==> src/hw/rtl/distance_moving_average_derivs_assert.svh <==
`ifndef DISTANCE_MOVING_AVERAGE_DERIVS_ASSERT_SVH
`define DISTANCE_MOVING_AVERAGE_DERIVS_ASSERT_SVH

// same-cycle implication, checked outside reset
`define DMAD_ASSERT_NOW(lbl, ante, cons, msg) \
	lbl: assert property (@(posedge clk) disable iff (!arst_n) (ante) |-> (cons)) \
		else $error(msg);

// next-cycle implication, checked outside reset
`define DMAD_ASSERT_NEXT(lbl, ante, cons, msg) \
	lbl: assert property (@(posedge clk) disable iff (!arst_n) (ante) |=> (cons)) \
		else $error(msg);

`endif

==> src/hw/rtl/dmad_pkg.sv <==
package dmad_pkg;

	localparam int HISTORY_DEPTH_DEF = 8;
	localparam int SENSOR_COUNT_DEF  = 3;

	localparam int SAMPLE_W = 16;
	localparam int SEL_W    = 2;
	localparam int SLOPE_W  = 17;
	localparam int CURV_W   = 18;

	localparam logic [SAMPLE_W-1:0] CEILING_RESET = 16'd4000;

	typedef enum logic [3:0] {
		ST_CLEAR,
		ST_IDLE,
		ST_DIFF,
		ST_UPD,
		ST_ABS,
		ST_MUL,
		ST_BACK,
		ST_FIX,
		ST_DONE
	} state_t;

	typedef enum logic [1:0] {
		LINE_LEVEL,
		LINE_SLOPE,
		LINE_CURV
	} line_t;

	typedef struct packed {
		logic  clear_step;
		logic  capture;
		logic  diff;
		logic  update;
		logic  div_abs;
		logic  div_mul;
		logic  div_back;
		logic  div_fix;
		line_t line;
		logic  load_out;
	} cmd_t;

	typedef struct packed {
		logic clear_last;
		logic sel_ok;
	} status_t;

endpackage

==> src/hw/rtl/dmad_ctrl.sv <==
module dmad_ctrl (
	input  logic              clk,
	input  logic              arst_n,
	input  logic              in_valid,
	input  logic              out_ready,
	input  dmad_pkg::status_t status,
	output logic              in_ready,
	output logic              out_valid,
	output dmad_pkg::cmd_t    cmd
);

	dmad_pkg::state_t state_q, state_d;
	dmad_pkg::line_t  line_q, line_d;
	logic             out_valid_q;

	always_ff @(posedge clk or negedge arst_n) begin
		if (!arst_n) begin
			state_q     <= dmad_pkg::ST_CLEAR;
			line_q      <= dmad_pkg::LINE_LEVEL;
			out_valid_q <= 1'b0;
		end else begin
			state_q <= state_d;
			line_q  <= line_d;
			if (cmd.load_out) begin
				out_valid_q <= 1'b1;
			end else if (out_ready) begin
				out_valid_q <= 1'b0;
			end
		end
	end

	always_comb begin
		state_d = state_q;
		line_d  = line_q;
		unique case (state_q)
			dmad_pkg::ST_CLEAR: begin
				if (status.clear_last) state_d = dmad_pkg::ST_IDLE;
			end
			dmad_pkg::ST_IDLE: begin
				line_d = dmad_pkg::LINE_LEVEL;
				if (in_valid) state_d = dmad_pkg::ST_DIFF;
			end
			dmad_pkg::ST_DIFF: begin
				state_d = status.sel_ok ? dmad_pkg::ST_UPD : dmad_pkg::ST_DONE;
			end
			dmad_pkg::ST_UPD:  state_d = dmad_pkg::ST_ABS;
			dmad_pkg::ST_ABS:  state_d = dmad_pkg::ST_MUL;
			dmad_pkg::ST_MUL:  state_d = dmad_pkg::ST_BACK;
			dmad_pkg::ST_BACK: state_d = dmad_pkg::ST_FIX;
			dmad_pkg::ST_FIX: begin
				unique case (line_q)
					dmad_pkg::LINE_LEVEL: begin
						line_d  = dmad_pkg::LINE_SLOPE;
						state_d = dmad_pkg::ST_ABS;
					end
					dmad_pkg::LINE_SLOPE: begin
						line_d  = dmad_pkg::LINE_CURV;
						state_d = dmad_pkg::ST_ABS;
					end
					default: state_d = dmad_pkg::ST_DONE;
				endcase
			end
			dmad_pkg::ST_DONE: begin
				if (!out_valid_q || out_ready) state_d = dmad_pkg::ST_IDLE;
			end
			default: state_d = dmad_pkg::ST_CLEAR;
		endcase
	end

	always_comb begin
		cmd      = '0;
		cmd.line = line_q;
		in_ready = 1'b0;
		unique case (state_q)
			dmad_pkg::ST_CLEAR: cmd.clear_step = 1'b1;
			dmad_pkg::ST_IDLE: begin
				in_ready    = 1'b1;
				cmd.capture = in_valid;
			end
			dmad_pkg::ST_DIFF: cmd.diff     = status.sel_ok;
			dmad_pkg::ST_UPD:  cmd.update   = 1'b1;
			dmad_pkg::ST_ABS:  cmd.div_abs  = 1'b1;
			dmad_pkg::ST_MUL:  cmd.div_mul  = 1'b1;
			dmad_pkg::ST_BACK: cmd.div_back = 1'b1;
			dmad_pkg::ST_FIX:  cmd.div_fix  = 1'b1;
			dmad_pkg::ST_DONE: cmd.load_out = !out_valid_q || out_ready;
			default: ;
		endcase
	end

	assign out_valid = out_valid_q;

endmodule

==> src/hw/rtl/dmad_dp.sv <==
module dmad_dp #(
	parameter int HISTORY_DEPTH = dmad_pkg::HISTORY_DEPTH_DEF,
	parameter int SENSOR_COUNT  = dmad_pkg::SENSOR_COUNT_DEF
) (
	input  logic                                clk,
	input  logic                                arst_n,
	input  dmad_pkg::cmd_t                      cmd,
	input  logic                                cfg_we,
	input  logic        [dmad_pkg::SAMPLE_W-1:0] cfg_data,
	input  logic        [dmad_pkg::SAMPLE_W-1:0] distance_sample,
	input  logic        [dmad_pkg::SEL_W-1:0]    sensor_select,
	output dmad_pkg::status_t                   status,
	output logic        [dmad_pkg::SEL_W-1:0]    sensor_echo,
	output logic        [dmad_pkg::SAMPLE_W-1:0] newest_level,
	output logic        [dmad_pkg::SAMPLE_W-1:0] mean_level,
	output logic signed [dmad_pkg::SLOPE_W-1:0]  mean_slope,
	output logic signed [dmad_pkg::CURV_W-1:0]   mean_curvature
);

	localparam int SW       = dmad_pkg::SAMPLE_W;
	localparam int LW       = dmad_pkg::SLOPE_W;
	localparam int CW       = dmad_pkg::CURV_W;
	localparam int MEM_D    = SENSOR_COUNT * HISTORY_DEPTH;
	localparam int ADDR_W   = $clog2(MEM_D);
	localparam int PTR_W    = $clog2(HISTORY_DEPTH);
	localparam int SIDX_W   = (SENSOR_COUNT > 1) ? $clog2(SENSOR_COUNT) : 1;
	localparam int SUM_W    = CW + $clog2(HISTORY_DEPTH);
	localparam logic [SUM_W-1:0] DEPTH_V = SUM_W'(HISTORY_DEPTH);
	localparam logic [SUM_W-1:0] RECIP   = SUM_W'((64'd1 << SUM_W) / HISTORY_DEPTH);
	localparam logic [ADDR_W-1:0] CLR_LAST = ADDR_W'(MEM_D - 1);
	localparam logic [PTR_W-1:0]  PTR_LAST = PTR_W'(HISTORY_DEPTH - 1);

	logic        [SW-1:0]     mem_lvl [MEM_D];
	logic signed [LW-1:0]     mem_slp [MEM_D];
	logic signed [CW-1:0]     mem_crv [MEM_D];

	logic        [SW-1:0]     ceiling_q;
	logic        [ADDR_W-1:0] clr_cnt_q;
	logic        [PTR_W-1:0]  ptr_q        [SENSOR_COUNT];
	logic        [SW-1:0]     newest_lvl_q [SENSOR_COUNT];
	logic signed [LW-1:0]     newest_slp_q [SENSOR_COUNT];
	logic signed [SUM_W-1:0]  sum_lvl_q    [SENSOR_COUNT];
	logic signed [SUM_W-1:0]  sum_slp_q    [SENSOR_COUNT];
	logic signed [SUM_W-1:0]  sum_crv_q    [SENSOR_COUNT];

	logic        [SW-1:0]       sample_q;
	logic        [dmad_pkg::SEL_W-1:0] sel_q;
	logic        [SW-1:0]       lvl_new_q, rd_lvl_q;
	logic signed [LW-1:0]       slp_new_q, rd_slp_q;
	logic signed [CW-1:0]       crv_new_q, rd_crv_q;
	logic        [SUM_W-1:0]    mag_q, q0_q, qd_q;
	logic                       neg_q;
	logic        [2*SUM_W-1:0]  prod_q;
	logic        [SW-1:0]       mean_lvl_q;
	logic signed [LW-1:0]       mean_slp_q;
	logic signed [CW-1:0]       mean_crv_q;
	logic        [dmad_pkg::SEL_W-1:0] echo_q;
	logic        [SW-1:0]       out_lvl_q, out_mlvl_q;
	logic signed [LW-1:0]       out_mslp_q;
	logic signed [CW-1:0]       out_mcrv_q;

	logic        [SIDX_W-1:0] sidx;
	logic        [ADDR_W-1:0] addr;
	logic        [SW-1:0]     level;
	logic signed [LW-1:0]     slope;
	logic signed [CW-1:0]     curv;
	logic signed [SUM_W-1:0]  sum_pick;
	logic        [SUM_W-1:0]  q0, rem, quot, res;

	assign sidx  = SIDX_W'(sel_q);
	assign addr  = ADDR_W'(32'(sidx) * HISTORY_DEPTH) + ADDR_W'(ptr_q[sidx]);
	assign level = (sample_q < ceiling_q) ? sample_q : ceiling_q;
	assign slope = $signed({1'b0, level}) - $signed({1'b0, newest_lvl_q[sidx]});
	assign curv  = CW'(slope) - CW'(newest_slp_q[sidx]);

	always_comb begin
		case (cmd.line)
			dmad_pkg::LINE_SLOPE: sum_pick = sum_slp_q[sidx];
			dmad_pkg::LINE_CURV:  sum_pick = sum_crv_q[sidx];
			default:              sum_pick = sum_lvl_q[sidx];
		endcase
	end

	assign q0   = prod_q[2*SUM_W-1:SUM_W];
	assign rem  = mag_q - qd_q;
	assign quot = q0_q + SUM_W'(rem >= DEPTH_V);
	assign res  = neg_q ? (SUM_W'(0) - quot) : quot;

	assign status.clear_last = (clr_cnt_q == CLR_LAST);
	assign status.sel_ok     = (32'(sel_q) < SENSOR_COUNT);

	always_ff @(posedge clk or negedge arst_n) begin
		if (!arst_n) begin
			ceiling_q <= dmad_pkg::CEILING_RESET;
			clr_cnt_q <= '0;
			for (int s = 0; s < SENSOR_COUNT; s++) begin
				ptr_q[s]        <= '0;
				newest_lvl_q[s] <= '0;
				newest_slp_q[s] <= '0;
				sum_lvl_q[s]    <= '0;
				sum_slp_q[s]    <= '0;
				sum_crv_q[s]    <= '0;
			end
		end else begin
			if (cfg_we) ceiling_q <= cfg_data;
			if (cmd.clear_step && !status.clear_last) clr_cnt_q <= clr_cnt_q + 1'b1;
			if (cmd.update) begin
				ptr_q[sidx]        <= (ptr_q[sidx] == PTR_LAST) ? '0 : ptr_q[sidx] + 1'b1;
				newest_lvl_q[sidx] <= lvl_new_q;
				newest_slp_q[sidx] <= slp_new_q;
				sum_lvl_q[sidx]    <= sum_lvl_q[sidx] + SUM_W'($signed({1'b0, lvl_new_q}))
				                      - SUM_W'($signed({1'b0, rd_lvl_q}));
				sum_slp_q[sidx]    <= sum_slp_q[sidx] + SUM_W'(slp_new_q) - SUM_W'(rd_slp_q);
				sum_crv_q[sidx]    <= sum_crv_q[sidx] + SUM_W'(crv_new_q) - SUM_W'(rd_crv_q);
			end
		end
	end

	always_ff @(posedge clk) begin
		if (cmd.clear_step) begin
			mem_lvl[clr_cnt_q] <= '0;
			mem_slp[clr_cnt_q] <= '0;
			mem_crv[clr_cnt_q] <= '0;
		end else if (cmd.update) begin
			mem_lvl[addr] <= lvl_new_q;
			mem_slp[addr] <= slp_new_q;
			mem_crv[addr] <= crv_new_q;
		end
		if (cmd.diff) begin
			rd_lvl_q <= mem_lvl[addr];
			rd_slp_q <= mem_slp[addr];
			rd_crv_q <= mem_crv[addr];
		end
	end

	always_ff @(posedge clk) begin
		if (cmd.capture) begin
			sample_q <= distance_sample;
			sel_q    <= sensor_select;
		end
		if (cmd.diff) begin
			lvl_new_q <= level;
			slp_new_q <= slope;
			crv_new_q <= curv;
		end
		if (cmd.div_abs) begin
			neg_q <= sum_pick[SUM_W-1];
			mag_q <= sum_pick[SUM_W-1] ? SUM_W'(-sum_pick) : SUM_W'(sum_pick);
		end
		if (cmd.div_mul) prod_q <= (2*SUM_W)'(mag_q) * (2*SUM_W)'(RECIP);
		if (cmd.div_back) begin
			q0_q <= q0;
			qd_q <= SUM_W'(q0 * DEPTH_V);
		end
		if (cmd.div_fix) begin
			case (cmd.line)
				dmad_pkg::LINE_SLOPE: mean_slp_q <= LW'(res);
				dmad_pkg::LINE_CURV:  mean_crv_q <= CW'(res);
				default:              mean_lvl_q <= SW'(res);
			endcase
		end
		if (cmd.load_out) begin
			echo_q <= sel_q;
			if (status.sel_ok) begin
				out_lvl_q  <= lvl_new_q;
				out_mlvl_q <= mean_lvl_q;
				out_mslp_q <= mean_slp_q;
				out_mcrv_q <= mean_crv_q;
			end else begin
				out_lvl_q  <= '0;
				out_mlvl_q <= '0;
				out_mslp_q <= '0;
				out_mcrv_q <= '0;
			end
		end
	end

	assign sensor_echo    = echo_q;
	assign newest_level   = out_lvl_q;
	assign mean_level     = out_mlvl_q;
	assign mean_slope     = out_mslp_q;
	assign mean_curvature = out_mcrv_q;

endmodule

==> src/hw/rtl/distance_moving_average_derivs.sv <==
// Moving average of distance, slope and curvature for a set of ranging sensors.
// Input channel (in_valid/in_ready) carries distance_sample and sensor_select;
// the sample is clamped to the ceiling and pushed into that sensor's level,
// slope and curvature lines, which live in one memory each.
// Output channel (out_valid/out_ready) returns one transaction per input:
// sensor_echo, newest_level and the three truncated means.
// Config channel (cfg_valid/cfg_ready/cfg_data) writes distance_ceiling; it is
// always ready. The user must write distance_ceiling only while the block is
// idle; the block itself does not enforce this. An in-range item passes one
// memory read, one write-back, then a shared reciprocal-multiply divider
// (abs, multiply, back-multiply and fix steps) for each of the three running
// sums; an out-of-range item goes straight to the output stage.
// Reset: the ceiling returns to 4000, sums and pointers clear, and a clearing
// pass writes zero to SENSOR_COUNT * HISTORY_DEPTH memory entries, one a cycle,
// with in_ready low.
// Stall: a result waiting in the output register does not block the next
// input; the following result holds in the datapath until out_ready frees it.
module distance_moving_average_derivs #(
	parameter int HISTORY_DEPTH = dmad_pkg::HISTORY_DEPTH_DEF,
	parameter int SENSOR_COUNT  = dmad_pkg::SENSOR_COUNT_DEF
) (
	input  logic                                clk,
	input  logic                                arst_n,
	input  logic                                in_valid,
	output logic                                in_ready,
	input  logic        [dmad_pkg::SAMPLE_W-1:0] distance_sample,
	input  logic        [dmad_pkg::SEL_W-1:0]    sensor_select,
	output logic                                out_valid,
	input  logic                                out_ready,
	output logic        [dmad_pkg::SEL_W-1:0]    sensor_echo,
	output logic        [dmad_pkg::SAMPLE_W-1:0] newest_level,
	output logic        [dmad_pkg::SAMPLE_W-1:0] mean_level,
	output logic signed [dmad_pkg::SLOPE_W-1:0]  mean_slope,
	output logic signed [dmad_pkg::CURV_W-1:0]   mean_curvature,
	input  logic                                cfg_valid,
	output logic                                cfg_ready,
	input  logic        [dmad_pkg::SAMPLE_W-1:0] cfg_data
);

	dmad_pkg::cmd_t    cmd;
	dmad_pkg::status_t status;

	assign cfg_ready = 1'b1;

	dmad_ctrl u_ctrl (
		.clk       (clk),
		.arst_n    (arst_n),
		.in_valid  (in_valid),
		.out_ready (out_ready),
		.status    (status),
		.in_ready  (in_ready),
		.out_valid (out_valid),
		.cmd       (cmd)
	);

	dmad_dp #(
		.HISTORY_DEPTH (HISTORY_DEPTH),
		.SENSOR_COUNT  (SENSOR_COUNT)
	) u_dp (
		.clk             (clk),
		.arst_n          (arst_n),
		.cmd             (cmd),
		.cfg_we          (cfg_valid && cfg_ready),
		.cfg_data        (cfg_data),
		.distance_sample (distance_sample),
		.sensor_select   (sensor_select),
		.status          (status),
		.sensor_echo     (sensor_echo),
		.newest_level    (newest_level),
		.mean_level      (mean_level),
		.mean_slope      (mean_slope),
		.mean_curvature  (mean_curvature)
	);

`include "distance_moving_average_derivs_assert.svh"

	`DMAD_ASSERT_NEXT(a_busy_after_accept, in_valid && in_ready, !in_ready, "accepted while busy")
	`DMAD_ASSERT_NOW(a_load_into_free, cmd.load_out, !out_valid || out_ready, "output overwritten")
	`DMAD_ASSERT_NOW(a_no_accept_in_clear, cmd.clear_step, !in_ready && !cmd.update, "clear overlap")

endmodule

==> config.mk <==
export PLATFORM = sky130hd
export DESIGN_NAME = distance_moving_average_derivs
export DESIGN_NICKNAME = d
export VERILOG_FILES = /design/src/hw/rtl/dmad_pkg.sv /design/src/hw/rtl/dmad_ctrl.sv /design/src/hw/rtl/dmad_dp.sv /design/src/hw/rtl/distance_moving_average_derivs.sv
export VERILOG_INCLUDE_DIRS = /design/src /design/src/hw/rtl
export SDC_FILE = /design/constraint.sdc
export NUM_CORES = 2
export LEC_CHECK = 0
export BUFFER_PORTS_ARGS = -buffer_cell sky130_fd_sc_hd__clkbuf_2
export CAP_MARGIN = 30
export CORE_ASPECT_RATIO = 1.2
export CORE_MARGIN = 3
export CORE_UTILIZATION = 50
export DETAILED_ROUTE_END_ITERATION = 8
export HOLD_SLACK_MARGIN = 0.03
export PLACE_DENSITY = 0.66
export SLEW_MARGIN = 20
export SYNTH_ARGS = -nofsm -noshare
export SYNTH_HDL_FRONTEND = slang
export SYNTH_SLANG_ARGS = --single-unit
==> constraint.sdc <==
create_clock -name clk -period 17.1 [get_ports clk]
set_input_delay 0.855 -clock clk [delete_from_list [all_inputs] [get_ports clk]]
set_output_delay 0.855 -clock clk [all_outputs]
set_load 0.02 [all_outputs]
==> results.py <==
metrics = {
    "die": {
        "num_rows": 161,
        "ios": 111,
        "die-area_um2": 168200,
        "fp.dieH_um": 448.6,
        "start_util": 0.5059,
        "core_area_um2": 161400,
        "die_x_um": 374.9,
    },
    "sta": {
        "fmax_ghz": 0.1596,
        "setup_viol": 0,
        "grt_setup_unrepaired": "false",
        "worst_slew_pin_slew_ns": 1.145,
        "finalCriticalPeriod_ns": 6.267,
        "finalClockSkew_ns": 0.05028,
        "tns_ns": 0,
        "finalCritPeriodShare": 0.3665,
        "slew_viol_final": 0,
        "relSlewSlack": 0.2370,
        "final_hold_viol_count": 0,
    },
    "clocking": {
        "clkTransAtPathRegs_ns": 0.07,
        "numCtsBuffers": 176,
        "h-tree-depth": 4,
        "ctsHoldBuffers": 0,
        "clkSinkCount": 1844,
        "clock_latency_ns": 0.83,
        "tritoncts": "built",
        "cts-root-buf": "clkbuf_16",
        "cts_setup_buffers": 0,
        "clock_path_buffers": 3,
        "cts_resized": 0,
    },
    "logic_synthesis": {
        "synth_compound_gate_area_share": 0.1043,
        "synth_top_cell_by_area": "edfxtp_1",
        "synthAdderAreaFrac": 0.03547,
        "synth_area_leaders": "edfxtp_1 (56%), dfrtp_1 (9.8%), nand2_1 (7.1%)",
        "synth_top_area_share": 0.5588,
        "syn_inst": 6799,
        "synth_edf_count": 1519,
        "ys_warn_count": 0,
        "seq_area_frac_synth": 0.6585,
        "synth_simple_gate_area_frac": 0.1353,
        "synth_xor_area_frac": 0.01459,
        "syn_area_per_cell_um2": 12.01,
        "ys.flop_type": "edfxtp_1",
        "synthMuxAreaShare": 0.01878,
        "syn_nets": 7034,
        "synth.distinct_cells": 90,
        "async_flop_share": 0.1762,
        "synth_seq_cells": 1844,
        "syn_area_um2": 81630,
        "synth_top_family_by_area": "simple AND/OR/NAND/NOR gates",
    },
    "place": {
        "placed_cell_area_um2": 84700,
        "hpwl_um": 124300,
        "placed_cells": 8755,
        "port_buffers": 109,
        "place_congestion": 0.8702,
    },
    "routing": {
        "avgRoutedWirePerCell_um": 24.08,
        "initialDrtViolationCount": 5530,
        "drc": 0,
        "dr.pass1.iters": 9,
        "drtAntennaViolNets": 0,
        "via_count": 54175,
        "drt_wl_total_um": 218700,
        "viasPerCell": 5.966,
    },
    "global_route": {
        "grt_overflow": 0,
        "grt_pass1_vias": 52378,
        "grt_use_total": 0.2564,
        "grt_pass1_wl_um": 327600,
        "antenna_found_initial": 2,
        "grt_max_degree": 198,
    },
    "min_path": {
        "min_path_type": "in2async",
    },
    "layout": {
        "layout-drive-gt1-share": 0.09037,
        "fin_cells": 9080,
        "utilization": 0.5601,
        "layout.cells.most_common": "nand2_1",
        "synthToLayoutAreaGrowth_pct": 10.72,
        "nets": 7051,
        "final_design_area_no_fill_um2": 90380,
        "final_cell_mix": "nand2_1 (1537), edfxtp_1 (1519), nand3_1 (349), dfrtp_1 (319), inv_1 (260)",
    },
    "critical_path": {
        "end_kind": "flop",
        "cp.required_ns": 17.67,
        "path_class": "reg2reg",
        "crit_path_start_kind": "flop",
        "slowest_delay_ns": 0.53,
        "cp.arrival_ns": 6.83,
        "crit_path_top_delay_cell": "dfstp_2",
        "crit_path_max_fanout": 30,
        "cpMostUsedCell": "a21oi_1",
    },
    "power_and_ir_drop": {
        "vdd_drop_max_mv": 0.1348,
        "leakage_nw": 33.89,
        "powerDensity_nw_per_um2": 177.3,
    },
    "flow_run": {
        "maxCapViolCount": 0,
    },
    "run_status": {
        "status": "finished clean",
    },
}
## where the power goes
part           leakage, nW  total [mW]  switching, mW  internal (mW)
Sequential            18.3        6.08          0.323           5.76
Combinational         12.8        6.10           4.00           2.09
Clock                 2.76        3.84           1.68           2.17
## logic make-up (layout without fill, tap and decap cells)
group | after synthesis | in the layout
AOI/OAI and AO/OA | 1247 | 1247
xor gates and xnor gates | 136 | 136
adders and majority gates | 196 | 196
buffers and inverters | 677 | 838
DFF | 1844 | 1844
muxes | 148 | 148
other | 1 | 2
and+or+nand+nor | 2550 | 2550
## path summary, 6_finish.rpt
path                                     from            endpoint  slack (ns)  depth (start not counted)
min in group clk           distance_sample[3]    u_dp.sample_q[3]        0.21                          1
max reg2reg                u_dp.ceiling_q[10]  u_dp.crv_new_q[16]       10.83                         28
min reg2reg                   u_dp.prod_q[29]        u_dp.q0_q[8]        0.40                          0
max                        u_dp.ceiling_q[10]  u_dp.crv_new_q[16]       10.83                         28
max in group asynchronous              arst_n  u_dp.sum_crv_q[39]       14.47                          3
min                                    arst_n   u_dp.ceiling_q[3]        0.06                          1
## Yosys cell counts (45+ instances only)
library cell and n:
nand3_1 350, nand2_1 1539, ha_1 137, o21ai_0 229, a31oi_1 114, fa_1 59, and2_1 101, nor3_1 54
edfxtp_1 1519, dfrtp_1 319, xnor2_1 107, a21oi_1 228, nor2b_1 127, mux2i_1 107, a311oi_1 209, o21a_1 70
a211oi_1 170, inv_1 260, buf_1 45, clkbuf_1 317, nor2_1 253
## registers in the layout, summed over array words and instances (netlist names), 48 cells and up
name,cells
u_dp.mem_lvl,384
u_dp.mem_crv,432
u_dp.newest_lvl_q,48
u_dp.sum_crv_q,63
u_dp.mem_slp,408
u_dp.sum_slp_q,63
u_dp.sum_lvl_q,63
u_dp.newest_slp_q,51
## per-stage QoR
stage          hold WS (ns)  setup slack [ns]  power (mW)
6_report            0.05918             10.83       16.02
5_1_grt              0.1347             10.45       16.92
4_1_cts             0.07511             10.86       16.02
3_5_place_dp         0.4056             10.94       12.16
3_3_place_gp         0.4008             10.98       12.03
2_1_floorplan        0.4003             10.23       10.36
## critical path, delay by kind of cell (launching register included)
family	cells	cell delay, ns
fa+ha+maj	4	1.21
buf+inv	3	0.51
compound gates	12	2.64
xor+xnor	2	0.32
flops	1	0.53
simple gates	7	0.81
## final cells by class
| type | instances | area, um2 |
|---|---|---|
| Fill cell | 13020 | 70970 |
| Sequential cell | 1844 | 53750 |
| Multi-Input combinational cell | 4278 | 25500 |
| Clock buffer | 234 | 4861 |
| Tap cell | 2119 | 2651 |
| Timing Repair Buffer | 254 | 1842 |
| Inverter | 262 | 998.5 |
| Clock inverter | 88 | 775.7 |
| Antenna cell | 1 | 2.502 |
## layer usage
layer  vias up  wire length, um  GRT usage
met5         -                0          0
met4         0             9686     0.1128
met3       457            15770    0.03710
met2      2161           105800     0.4233
met1     26994            87430     0.3391
li1      24563                -          -
Power figures use the tool's default switching activity.
